===== config.mk =====
export PLATFORM = sky130hd
export DESIGN_NAME = refcounted_buffer_pool
export DESIGN_NICKNAME = d
export VERILOG_FILES = /design/src/rtl/core/rcbp_pkg.sv /design/src/rtl/core/rcbp_ram.sv /design/src/rtl/core/rcbp_ctrl.sv /design/src/rtl/core/rcbp_datapath.sv /design/src/rtl/core/refcounted_buffer_pool.sv
export SDC_FILE = /design/constraint.sdc
export NUM_CORES = 2
export LEC_CHECK = 0
export BUFFER_PORTS_ARGS = -buffer_cell sky130_fd_sc_hd__buf_2
export CELL_PAD_IN_SITES_DETAIL_PLACEMENT = 1
export CELL_PAD_IN_SITES_GLOBAL_PLACEMENT = 2
export CORE_MARGIN = 5
export CORE_UTILIZATION = 35
export CTS_CLUSTER_SIZE = 14
export DETAILED_ROUTE_END_ITERATION = 8
export PLACE_DENSITY = 0.73
export SETUP_SLACK_MARGIN = 0.1
export SKIP_CTS_REPAIR_TIMING = 1
export SLEW_MARGIN = 20
export SYNTH_ARGS = -nofsm -noshare
export SYNTH_HDL_FRONTEND = slang
export SYNTH_SLANG_ARGS = --single-unit

===== constraint.sdc =====
create_clock -name aclk -period 8.3 [get_ports aclk]
set_input_delay 0.415 -clock aclk [delete_from_list [all_inputs] [get_ports aclk]]
set_output_delay 0.415 -clock aclk [all_outputs]
set_load 0.02 [all_outputs]

===== src/rtl/core/rcbp_pkg.sv =====
// Shared types and constants for the reference-counted buffer pool.
// Used by every module under rtl/core except rcbp_ram; depends on nothing.
`timescale 1ns / 1ps

package rcbp_pkg;

    localparam int NUM_SLOTS   = 64;
    localparam int NUM_GROUPS  = 4;
    localparam int COUNT_WIDTH = 16;
    localparam int REG_COUNT   = 4;

    localparam int SLOT_W      = $clog2(NUM_SLOTS);
    localparam int REG_IDX_W   = $clog2(REG_COUNT);
    localparam int GROUP_REG_W = 7;
    localparam int CFG_IDX_W   = 3;
    localparam int OPCODE_W    = 2;
    localparam int GROUP_W     = 2;
    localparam int SLOT_IDX_W  = 6;
    localparam int STATUS_W    = 3;
    localparam int BOUND_W     = (SLOT_W + 1 > 9) ? SLOT_W + 1 : 9;

    typedef enum logic [OPCODE_W-1:0] {
        OP_ALLOC = 2'd0,
        OP_INC   = 2'd1,
        OP_DEC   = 2'd2,
        OP_CLEAR = 2'd3
    } opcode_t;

    typedef enum logic [STATUS_W-1:0] {
        ST_OK            = 3'd0,
        ST_NO_FREE       = 3'd1,
        ST_UNKNOWN_GROUP = 3'd2,
        ST_BAD_SLOT      = 3'd3,
        ST_UNDERFLOW     = 3'd4
    } status_t;

    typedef enum logic {
        S_IDLE = 1'b0,
        S_EXEC = 1'b1
    } state_t;

    typedef struct packed {
        logic capture;
        logic commit;
    } dp_cmd_t;

    typedef struct packed {
        logic out_free;
    } dp_stat_t;

endpackage


===== src/rtl/core/rcbp_ram.sv =====
// Generic single-write, single-read RAM with registered read data.
// Stand-alone; no package dependency.
`timescale 1ns / 1ps

module rcbp_ram #(
    parameter int WIDTH = 16,
    parameter int DEPTH = 64
) (
    input  logic                     aclk,
    input  logic                     we,
    input  logic [$clog2(DEPTH)-1:0] waddr,
    input  logic [WIDTH-1:0]         wdata,
    input  logic [$clog2(DEPTH)-1:0] raddr,
    output logic [WIDTH-1:0]         rdata
);

    logic [WIDTH-1:0] mem [DEPTH];
    logic [WIDTH-1:0] rdata_reg;

    always_ff @(posedge aclk) begin
        if (we) begin
            mem[waddr] <= wdata;
        end
        rdata_reg <= mem[raddr];
    end

    assign rdata = rdata_reg;

endmodule


===== src/rtl/core/rcbp_ctrl.sv =====
// Request sequencer for the buffer pool: capture, then update and post result.
// Depends on rcbp_pkg.
`timescale 1ns / 1ps

module rcbp_ctrl (
    input  logic              aclk,
    input  logic              aresetn,
    input  logic              s_valid,
    output logic              s_ready,
    input  rcbp_pkg::dp_stat_t stat,
    output rcbp_pkg::dp_cmd_t  cmd
);
    import rcbp_pkg::*;

    state_t state_reg;
    state_t state_next;

    always_ff @(posedge aclk) begin
        if (!aresetn) begin
            state_reg <= S_IDLE;
        end else begin
            state_reg <= state_next;
        end
    end

    always_comb begin
        state_next = state_reg;
        case (state_reg)
            S_IDLE: begin
                if (s_valid) begin
                    state_next = S_EXEC;
                end
            end
            S_EXEC: begin
                if (stat.out_free) begin
                    state_next = S_IDLE;
                end
            end
            default: begin
                state_next = S_IDLE;
            end
        endcase
    end

    always_comb begin
        s_ready     = 1'b0;
        cmd.capture = 1'b0;
        cmd.commit  = 1'b0;
        case (state_reg)
            S_IDLE: begin
                s_ready     = 1'b1;
                cmd.capture = s_valid;
            end
            S_EXEC: begin
                cmd.commit = stat.out_free;
            end
            default: begin
                s_ready = 1'b0;
            end
        endcase
    end

endmodule


===== src/rtl/core/rcbp_datapath.sv =====
// Datapath: group registers, zero flags, count memory, free-slot search, result.
// Depends on rcbp_pkg and rcbp_ram.
`timescale 1ns / 1ps

module rcbp_datapath (
    input  logic                             aclk,
    input  logic                             aresetn,
    input  rcbp_pkg::dp_cmd_t                cmd,
    output rcbp_pkg::dp_stat_t               stat,
    input  logic [rcbp_pkg::OPCODE_W-1:0]    s_opcode,
    input  logic [rcbp_pkg::GROUP_W-1:0]     s_group_id,
    input  logic [rcbp_pkg::SLOT_IDX_W-1:0]  s_slot_index,
    output logic                             m_valid,
    input  logic                             m_ready,
    output logic [rcbp_pkg::STATUS_W-1:0]    m_status,
    output logic [rcbp_pkg::SLOT_IDX_W-1:0]  m_granted_slot,
    input  logic                             cfg_valid,
    input  logic [rcbp_pkg::CFG_IDX_W-1:0]   cfg_index,
    input  logic [rcbp_pkg::GROUP_REG_W-1:0] cfg_data
);
    import rcbp_pkg::*;

    logic [GROUP_REG_W-1:0] group_slots_reg [REG_COUNT];

    opcode_t                op_reg;
    logic [SLOT_IDX_W-1:0]  slot_reg;
    logic [BOUND_W-1:0]     base_reg;
    logic [BOUND_W-1:0]     end_reg;
    logic                   group_bad_reg;

    logic [BOUND_W-1:0]     base_sum;
    logic [BOUND_W-1:0]     end_sum;
    logic                   group_bad;

    logic [NUM_SLOTS-1:0]   zero_flag_reg;
    logic [NUM_SLOTS-1:0]   zero_flag_next;

    logic                   m_valid_reg;
    logic                   m_valid_next;
    status_t                m_status_reg;
    status_t                m_status_next;
    logic [SLOT_IDX_W-1:0]  m_granted_slot_reg;
    logic [SLOT_IDX_W-1:0]  m_granted_slot_next;

    logic                   ram_we;
    logic [SLOT_W-1:0]      ram_waddr;
    logic [COUNT_WIDTH-1:0] ram_wdata;
    logic [SLOT_W-1:0]      ram_raddr;
    logic [COUNT_WIDTH-1:0] ram_rdata;

    logic [NUM_SLOTS-1:0]   free_vec;
    logic [NUM_SLOTS-1:0]   lowest_vec;
    logic                   hit;
    logic [SLOT_W-1:0]      hit_idx;
    logic [SLOT_W-1:0]      slot_addr;
    logic                   slot_bad;
    logic [COUNT_WIDTH-1:0] count_cur;

    // configuration registers
    always_ff @(posedge aclk) begin
        if (!aresetn) begin
            for (int g = 0; g < REG_COUNT; g++) begin
                group_slots_reg[g] <= '0;
            end
        end else if (cfg_valid && (int'(cfg_index) < REG_COUNT)) begin
            group_slots_reg[cfg_index[REG_IDX_W-1:0]] <= cfg_data;
        end
    end

    // group bounds for the incoming request
    always_comb begin
        base_sum = '0;
        for (int g = 0; g < REG_COUNT; g++) begin
            if (g < int'(s_group_id)) begin
                base_sum = base_sum + BOUND_W'(group_slots_reg[g]);
            end
        end
        end_sum   = base_sum + BOUND_W'(group_slots_reg[s_group_id[REG_IDX_W-1:0]]);
        group_bad = (int'(s_group_id) >= NUM_GROUPS) || (int'(s_group_id) >= REG_COUNT);
    end

    always_ff @(posedge aclk) begin
        if (cmd.capture) begin
            op_reg        <= opcode_t'(s_opcode);
            slot_reg      <= s_slot_index;
            base_reg      <= base_sum;
            end_reg       <= end_sum;
            group_bad_reg <= group_bad;
        end
    end

    // hold the read address on the captured slot while the update waits
    assign ram_raddr = cmd.capture ? SLOT_W'(s_slot_index) : SLOT_W'(slot_reg);

    rcbp_ram #(
        .WIDTH (COUNT_WIDTH),
        .DEPTH (NUM_SLOTS)
    ) u_count_ram (
        .aclk  (aclk),
        .we    (ram_we),
        .waddr (ram_waddr),
        .wdata (ram_wdata),
        .raddr (ram_raddr),
        .rdata (ram_rdata)
    );

    // free-slot search over the zero flags
    always_comb begin
        for (int i = 0; i < NUM_SLOTS; i++) begin
            free_vec[i] = zero_flag_reg[i] && (BOUND_W'(i) >= base_reg)
                          && (BOUND_W'(i) < end_reg);
        end
        lowest_vec = free_vec & (~free_vec + NUM_SLOTS'(1));
        hit        = |free_vec;
        hit_idx    = '0;
        for (int i = 0; i < NUM_SLOTS; i++) begin
            if (lowest_vec[i]) begin
                hit_idx = hit_idx | SLOT_W'(i);
            end
        end
    end

    assign slot_addr = SLOT_W'(slot_reg);
    assign slot_bad  = int'(slot_reg) >= NUM_SLOTS;
    assign count_cur = zero_flag_reg[slot_addr] ? '0 : ram_rdata;

    always_comb begin
        zero_flag_next      = zero_flag_reg;
        ram_we              = 1'b0;
        ram_waddr           = slot_addr;
        ram_wdata           = count_cur;
        m_status_next       = ST_OK;
        m_granted_slot_next = '0;
        case (op_reg)
            OP_ALLOC: begin
                ram_waddr = hit_idx;
                ram_wdata = COUNT_WIDTH'(1);
                if (group_bad_reg) begin
                    m_status_next = ST_UNKNOWN_GROUP;
                end else if (hit) begin
                    ram_we                  = cmd.commit;
                    m_granted_slot_next     = SLOT_IDX_W'(hit_idx);
                    zero_flag_next[hit_idx] = 1'b0;
                end else begin
                    m_status_next = ST_NO_FREE;
                end
            end
            OP_INC: begin
                ram_wdata = count_cur + COUNT_WIDTH'(1);
                if (slot_bad) begin
                    m_status_next = ST_BAD_SLOT;
                end else if (count_cur != '1) begin
                    ram_we                    = cmd.commit;
                    zero_flag_next[slot_addr] = 1'b0;
                end
            end
            OP_DEC: begin
                ram_wdata = count_cur - COUNT_WIDTH'(1);
                if (slot_bad) begin
                    m_status_next = ST_BAD_SLOT;
                end else if (count_cur == '0) begin
                    m_status_next = ST_UNDERFLOW;
                end else begin
                    ram_we                    = cmd.commit;
                    zero_flag_next[slot_addr] = (count_cur == COUNT_WIDTH'(1));
                end
            end
            OP_CLEAR: begin
                zero_flag_next = '1;
            end
            default: begin
                m_status_next = ST_OK;
            end
        endcase
        if (!cmd.commit) begin
            zero_flag_next = zero_flag_reg;
        end
    end

    assign stat.out_free = !m_valid_reg || m_ready;

    always_comb begin
        m_valid_next = m_valid_reg;
        if (cmd.commit) begin
            m_valid_next = 1'b1;
        end else if (m_ready) begin
            m_valid_next = 1'b0;
        end
    end

    always_ff @(posedge aclk) begin
        if (!aresetn) begin
            zero_flag_reg <= '1;
            m_valid_reg   <= 1'b0;
        end else begin
            zero_flag_reg <= zero_flag_next;
            m_valid_reg   <= m_valid_next;
        end
    end

    always_ff @(posedge aclk) begin
        if (cmd.commit) begin
            m_status_reg       <= m_status_next;
            m_granted_slot_reg <= m_granted_slot_next;
        end
    end

    assign m_valid        = m_valid_reg;
    assign m_status       = m_status_reg;
    assign m_granted_slot = m_granted_slot_reg;

    a_clear_frees_all: assert property (@(posedge aclk) disable iff (!aresetn)
        (cmd.commit && op_reg == OP_CLEAR) |=> (&zero_flag_reg))
        else $error("clear left a slot marked in use");

    a_grant_claims_slot: assert property (@(posedge aclk) disable iff (!aresetn)
        (cmd.commit && op_reg == OP_ALLOC && !group_bad_reg && hit)
        |=> !zero_flag_reg[$past(hit_idx)])
        else $error("granted slot still marked free");

    a_grant_only_on_ok: assert property (@(posedge aclk) disable iff (!aresetn)
        (m_valid_reg && m_status_reg != ST_OK) |-> (m_granted_slot_reg == '0))
        else $error("nonzero granted slot on a failed request");

endmodule


===== src/rtl/core/refcounted_buffer_pool.sv =====
// Reference-counted buffer pool: one count per slot, slots split into four groups whose
// sizes are set through the configuration port. Each request is handled in order: first
// capture it and read the slot count memory, then search the zero-flag vector or update
// the count and load the result register. A request can be accepted while the previous
// result still waits; an unaccepted result stalls the update cycle. Clear sets every zero
// flag in its update cycle, so there is no clearing pass after reset.
`timescale 1ns / 1ps

module refcounted_buffer_pool (
    input  logic                             aclk,
    input  logic                             aresetn,
    input  logic                             s_valid,
    output logic                             s_ready,
    input  logic [rcbp_pkg::OPCODE_W-1:0]    s_opcode,
    input  logic [rcbp_pkg::GROUP_W-1:0]     s_group_id,
    input  logic [rcbp_pkg::SLOT_IDX_W-1:0]  s_slot_index,
    output logic                             m_valid,
    input  logic                             m_ready,
    output logic [rcbp_pkg::STATUS_W-1:0]    m_status,
    output logic [rcbp_pkg::SLOT_IDX_W-1:0]  m_granted_slot,
    input  logic                             cfg_valid,
    output logic                             cfg_ready,
    input  logic [rcbp_pkg::CFG_IDX_W-1:0]   cfg_index,
    input  logic [rcbp_pkg::GROUP_REG_W-1:0] cfg_data
);
    import rcbp_pkg::*;

    dp_cmd_t  cmd;
    dp_stat_t stat;

    assign cfg_ready = 1'b1;

    rcbp_ctrl u_ctrl (
        .aclk    (aclk),
        .aresetn (aresetn),
        .s_valid (s_valid),
        .s_ready (s_ready),
        .stat    (stat),
        .cmd     (cmd)
    );

    rcbp_datapath u_datapath (
        .aclk           (aclk),
        .aresetn        (aresetn),
        .cmd            (cmd),
        .stat           (stat),
        .s_opcode       (s_opcode),
        .s_group_id     (s_group_id),
        .s_slot_index   (s_slot_index),
        .m_valid        (m_valid),
        .m_ready        (m_ready),
        .m_status       (m_status),
        .m_granted_slot (m_granted_slot),
        .cfg_valid      (cfg_valid),
        .cfg_index      (cfg_index),
        .cfg_data       (cfg_data)
    );

endmodule


# == After elaboration in Yosys (flattened, before gate mapping) ==
# Memories as Yosys holds them, arrays and structs flattened. A register that Yosys moved wholly into a read port is not among the register bits.
# Cells that the tools add are included.
# totals
ff_bits,101
ram_bits,1052
output_inout_bits,12
memories,2
# memory_table
name,words,word_bits,read_ports,rd_ports_with_merged_regs,wr,line,text
u_datapath.u_count_ram.mem,64,16,1,1,1,rcbp_ram.sv:17,logic [WIDTH-1:0] mem [DEPTH];
u_datapath.group_slots_reg,4,7,4,0,4,rcbp_datapath.sv:23,logic [GROUP_REG_W-1:0] group_slots_reg [REG_COUNT];
# op_classes
add_sub_neg,6
order_cmp,136
n_eq_ne,10
muxes,128
bitwise_logic,7
reduce_logical,140
# op_table
operator,count
$mux 64,9
$ge 6x9->1 const A,32
$lt 6x9->1 const A,32
$pmux 64 s4,1
$mux 6,37
$and 64x64->64,3
$not 64->64,3
$ge 5x9->1 const A,16
$lt 5x9->1 const A,16
$logic_and 1x1->1,131
$mux 5,16
$ge 4x9->1 const A,8
$lt 4x9->1 const A,8
$add 64x1->64 const B,1
$bwmux 64,1
$reduce_or 64->1,1
$pmux 16 s3,1
$ge 3x9->1 const A,4
$lt 3x9->1 const A,4
$mux 4,8
$mux 1,31
$mux 3,10
$add 9x7->9,2
$ge 1x9->1 const A,2
36 further kinds,50

# == Logic depth before layout (Yosys ltp) ==
# logic_depth
word_depth,79
mapped_depth,23
mapped_depth_nobuf,21

# == By module ==
# Synthesis repeated with hierarchy kept, for this count alone.
# unflattened
hier_cells,3683
hier_area_um2,53938.0
# modules_own_cells
module,n_inst,cells_per_inst,area_per_inst_um2,seq_area_each_um2
rcbp_ram,1,1829,40042.2,31069.8
rcbp_datapath,1,1846,13834.5,3103.0
rcbp_ctrl,1,6,50.0,20.0
refcounted_buffer_pool,1,2,11.3,0.0

# == Worst setup path after synthesis ==
# No wires, ideal clock.
# synth_path
path_type,register to register
startpoint,"register u_datapath.slot_reg[1], in the netlist u_datapath.slot_addr[1]"
endpoint,memory u_datapath.u_count_ram.mem[0][12] (data pin)
t_arrival_ns,6.615
t_required_ns,7.598
path_slack_ns,0.983
path_stages_with_launch,19
period_less_slack_ns,7.317
path_cell_list,dfxtp_1 -> clkbuf_1 -> mux4_2 -> mux2_2 -> a22o_1 -> a211oi_1 -> and3_1 -> clkbuf_1 -> clkbuf_1 -> clkbuf_1 -> nand2_1 -> inv_1 -> ha_1 -> nand3_1 -> nor2_1 -> nand3_1 -> nor3_1 -> xor2_1 -> o21ai_0
# synth_via
elab_chain_len,5
elab_cells_between_ends,6
# synth_lines
item,line,text
from (decl),rcbp_datapath.sv:26,logic [SLOT_IDX_W-1:0] slot_reg;
from (signal assigned),rcbp_datapath.sv:85,slot_reg <= s_slot_index;
$bmux 1 s6 *,rcbp_datapath.sv:125,assign count_cur = zero_flag_reg[slot_addr] ? '0 : ram_rdata;
$mux 1 (implied by the code) *,rcbp_datapath.sv:125,
$mux 16 *,rcbp_datapath.sv:125,
$sub 16x1->16 or $add 16x1->16 (tied branches),"rcbp_datapath.sv:158, rcbp_datapath.sv:149",
$pmux 16 s3 *,rcbp_datapath.sv:134,case (op_reg)
named net u_datapath.ram_wdata[12],rcbp_datapath.sv:47,logic [COUNT_WIDTH-1:0] ram_wdata;
to (decl),rcbp_ram.sv:17,
# Mark *: on every way through the listed nets, which the timed path passes. The rest lies on a longest branch. The select of a mux whose other input is x is not followed.

# == Worst setup path in the final report ==
# layout_path
startpoint,register u_datapath.end_reg[5]
endpoint,memory u_datapath.u_count_ram.mem[23][11] (enable)
# layout_via
elab_chain_len,69
elab_cells_between_ends,202
# layout_lines
item,line,text
from (decl),rcbp_datapath.sv:28,logic [BOUND_W-1:0] end_reg;
from (signal assigned),rcbp_datapath.sv:87,end_reg <= end_sum;
$lt 1x9->1,rcbp_datapath.sv:111,&& (BOUND_W'(i) < end_reg);
$logic_and 1x1->1,rcbp_datapath.sv:111,
$not 64->64,rcbp_datapath.sv:113,lowest_vec = free_vec & (~free_vec + NUM_SLOTS'(1));
$add 64x1->64,rcbp_datapath.sv:113,
$and 64x64->64,rcbp_datapath.sv:113,
$mux 1,rcbp_datapath.sv:117,if (lowest_vec[i]) begin
$mux 2 (2 in series),rcbp_datapath.sv:117,
$mux 3 (4 in series),rcbp_datapath.sv:117,
$mux 4 (8 in series),rcbp_datapath.sv:117,
$mux 5 (16 in series),rcbp_datapath.sv:117,
$mux 6 (32 in series),rcbp_datapath.sv:117,
$mux 6,rcbp_datapath.sv:134,
# Several ways; a longest one is shown, not always the timed one. The select of a mux whose other input is x is not followed.

==> flow_results.xml <==
<?xml version="1.0" encoding="UTF-8"?>
<metrics>
  <group name="timing">
    <metric name="grt_setup_unrepaired" unit="">no</metric>
    <metric name="transition_time_at_the_pin_with_the_least_slew_margin" unit="ns">1.16</metric>
    <metric name="clock_skew" unit="ns">0.0492</metric>
    <metric name="period_minus_slack" unit="ns">6.91</metric>
    <metric name="setup_tns" unit="ns">0</metric>
    <metric name="hold_ws" unit="ns">0.228</metric>
    <metric name="timing.final.hold_violations" unit="">0</metric>
    <metric name="post-route-period-util" unit="%">83.3</metric>
    <metric name="setup_viol" unit="">0</metric>
    <metric name="achievable-frequency" unit="MHz">145</metric>
    <metric name="slew_limit_headroom" unit="%">21.9</metric>
    <metric name="slew_viol_final" unit="">0</metric>
    <metric name="fin_ws" unit="ns">1.39</metric>
  </group>
  <group name="finish">
    <metric name="synthToLayoutAreaGrowth" unit="%">14.0</metric>
    <metric name="design_area" unit="sq um">62800</metric>
    <metric name="largest_register_ff_count" unit="">1024</metric>
    <metric name="design.final.nets" unit="">5083</metric>
    <metric name="mostFrequentLayoutCell" unit="">nand2_1</metric>
    <metric name="mostFrequentLayoutCells" unit="">nand2_1, edfxtp_1, nand3_1, a21oi_1, a311oi_1</metric>
    <metric name="drive_gt1_share" unit="%">11.1</metric>
    <metric name="multi_input_logic_area" unit="sq um">19900</metric>
    <metric name="area.sequential" unit="sq um">34200</metric>
    <metric name="fillCellCount" unit="">16800</metric>
  </group>
  <group name="global_routing">
    <metric name="wire_length_of_the_first_global_routing_pass" unit="mm">294</metric>
    <metric name="grt_overflow" unit="">0</metric>
    <metric name="first_global_vias" unit="">42500</metric>
    <metric name="grtUsageTotal" unit="%">23.9</metric>
    <metric name="antenna_found_initial" unit="">5</metric>
    <metric name="grt_start_max_net_pins" unit="">143</metric>
  </group>
  <group name="place">
    <metric name="port-buffer-count" unit="">34</metric>
    <metric name="gpl_congestion" unit="">0.921</metric>
    <metric name="dpl.hpwl" unit="mm">126</metric>
    <metric name="placed_area" unit="sq um">58400</metric>
    <metric name="dp_slack" unit="ns">1.43</metric>
  </group>
  <group name="clock_network">
    <metric name="max-clock-path-buffers" unit="">3</metric>
    <metric name="clock-root-buffer" unit="">clkbuf_16</metric>
    <metric name="cts-buffers-inserted" unit="">135</metric>
    <metric name="clock_insertion_delay_worst_skew" unit="ns">0.79</metric>
    <metric name="tritoncts" unit="">yes</metric>
    <metric name="cts.sinks" unit="">1168</metric>
    <metric name="cts-htree-levels" unit="">4</metric>
    <metric name="clock_transition_at_the_registers_of_the_reported_paths" unit="ns">0.06</metric>
  </group>
  <group name="synth">
    <metric name="syn-num-nets" unit="">5144</metric>
    <metric name="number_of_enable_flip_flop_cells_after_synthesis" unit="">1080</metric>
    <metric name="ys_ff_latch" unit="">1168</metric>
    <metric name="register_area_share_after_synthesis" unit="%">62.1</metric>
    <metric name="yosysWarningCount" unit="">0</metric>
    <metric name="synth_ff_type" unit="">edfxtp_1</metric>
    <metric name="syn_area_per_cell" unit="sq um">10.8</metric>
    <metric name="synth_cells" unit="">5091</metric>
    <metric name="syn_area" unit="sq um">55100</metric>
    <metric name="async_reset_ff_share" unit="%">0</metric>
    <metric name="count_of_different_cell_masters_after_synthesis" unit="">105</metric>
  </group>
  <group name="detailed_routing">
    <metric name="viasPerCell" unit="">5.99</metric>
    <metric name="via_count" unit="">43100</metric>
    <metric name="post_detailed_route_drc_marker_count" unit="">0</metric>
    <metric name="postRouteAntennaNets" unit="">0</metric>
    <metric name="drt_pre_antenna_iters" unit="">6</metric>
    <metric name="wl_per_cell" unit="um">28.1</metric>
    <metric name="postRouteWirelength" unit="mm">202</metric>
    <metric name="drtIter0Drc" unit="">4206</metric>
  </group>
  <group name="worst_setup_path">
    <metric name="end_kind" unit="">register</metric>
    <metric name="path_cells" unit="">or4_1, buf_4, o211ai_1, o32ai_1, nor4_2, o211ai_2, nor4_4, and3_1, nand3b_1, nor3_1, or4_1, a21oi_2</metric>
    <metric name="slowest_stage" unit="">or4_1</metric>
    <metric name="required" unit="ns">8.67</metric>
    <metric name="crit_path_start_kind" unit="">register</metric>
    <metric name="worstRegToRegCells" unit="">12</metric>
    <metric name="critPathLaunch" unit="">u_datapath.end_reg[5]</metric>
    <metric name="critical-path-top-cell-by-count" unit="">or4_1</metric>
    <metric name="worst_r2r_start" unit="">u_datapath.end_reg[5]</metric>
    <metric name="r2r_endpoint" unit="">u_datapath.u_count_ram.mem[23][11]</metric>
    <metric name="ff2ff_setup_slack" unit="ns">1.39</metric>
    <metric name="critPathMaxFanout" unit="">22</metric>
    <metric name="crit_arrival" unit="ns">7.28</metric>
    <metric name="crit_type" unit="">register to register</metric>
    <metric name="timing.critical_path.slowest_cell_delay" unit="ns">1.00</metric>
  </group>
  <group name="flow_run">
    <metric name="max_cap_violations" unit="">0</metric>
  </group>
  <group name="worst_hold_path">
    <metric name="min_path_cells" unit="">4</metric>
    <metric name="min_path_type" unit="">input pin to register</metric>
    <metric name="hold_end" unit="">u_datapath.group_slots_reg[3][6]</metric>
    <metric name="hold_start" unit="">cfg_index[0]</metric>
  </group>
  <group name="outcome">
    <metric name="outcome" unit="">complete, no violations</metric>
  </group>
  <group name="die">
    <metric name="core" unit="sq um">156000</metric>
    <metric name="design.portCount" unit="">37</metric>
    <metric name="design.die.area" unit="sq um">165000</metric>
    <metric name="fp.dieH" unit="um">407</metric>
    <metric name="start_util" unit="%">35.2</metric>
    <metric name="placement_rows" unit="">145</metric>
    <metric name="floorplan.die.width" unit="um">407</metric>
  </group>
  <group name="power">
    <metric name="power.density_cell_area" unit="nW/um^2">278</metric>
    <metric name="max-vdd-ir-drop" unit="mV">0.161</metric>
    <metric name="fin_total_pwr" unit="mW">17.5</metric>
    <metric name="power_leakage" unit="nW">21.3</metric>
  </group>
</metrics>
[Yosys cell counts, types with 35 or more instances]
master    instances  area share, %
nor3_1          120            1.1
o21ai_0         144            1.3
buf_2            39           0.35
nand2_1        1170            8.0
inv_1            35           0.24
nor4_1           66           0.75
o211ai_1         37           0.50
clkbuf_1        342            2.3
a31oi_1          97            1.1
and3_1           91            1.0
nand3_1         573            5.2
a311oi_1        180            2.9
dfxtp_1          88            3.2
nand4_1          37           0.42
and2_1           52           0.59
edfxtp_1       1080             59
nor2_1          154            1.0
a21oi_1         225            2.0
[power by group]
| group | internal, mW | leakage, nW | switching (mW) | total, mW |
|---|---|---|---|---|
| logic | 1.00 | 8.68 | 3.33 | 4.33 |
| clock network | 3.33 | 2.05 | 2.50 | 5.82 |
| registers | 7.08 | 10.6 | 0.234 | 7.31 |
| total | 11.4 | 21.3 | 6.06 | 17.5 |
[how the worst max path moves through the flow]
stage | to | slack, ns | depth (start not counted)
2_1_floorplan | u_datapath.u_count_ram.mem[0][12] | 0.98 | 18
3_3_place_gp | u_datapath.u_count_ram.mem[49][2] | 1.55 | 12
3_5_place_dp | u_datapath.u_count_ram.mem[49][4] | 1.43 | 12
4_1_cts | u_datapath.u_count_ram.mem[49][10] | 1.36 | 12
5_1_grt | u_datapath.u_count_ram.mem[47][3] | 1.11 | 11
6_report | u_datapath.u_count_ram.mem[23][11] | 1.39 | 12
[cells by family after synthesis]
group	count (synthesis)	share of synthesized area, %
AO/OA/AOI/OAI	966	12.2
XOR/XNOR	30	0.477
adder cells (fa/ha/maj)	28	0.677
buffers and inverters	453	3.22
flip-flops	1168	62.1
multiplexers	39	1.13
other	2	0.0136
AND/OR/NAND/NOR	2405	20.2
[critical path, delay by kind of cell, from the launching register on]
kind	cells	cell delay, ns
buffers and inverters	1	0.35
AND/OR/NAND/NOR	7	3.93
flip-flops	1	0.71
AO/OA/AOI/OAI	4	1.48
[stage by stage]
step           cells  util (%)
2_1_floorplan   5091         -
4_1_cts         7179      40.1
6_report        7195      40.2
5_1_grt         7192      40.2
3_3_place_gp    6939      37.3
3_5_place_dp    6939      37.3
[area by class of cell]
cell class	instances	share of cell area, %
Antenna cell	4	0.0159
Clock buffer	171	5.69
Clock inverter	69	1.12
Inverter	39	0.257
Multi-Input combinational cell	3470	31.7
Sequential cell	1168	54.4
Tap cell	2058	4.10
Timing Repair Buffer	216	2.69
[metal layers]
layer	vias up	part of all wire [%]	GRT usage (%)
li1	19100	-	-
met2	1433	45	36.4
met4	0	3.0	7.21
met1	22300	46	35.2
met3	299	6.6	3.65
met5	-	0	0
Power figures use the tool's default switching activity.
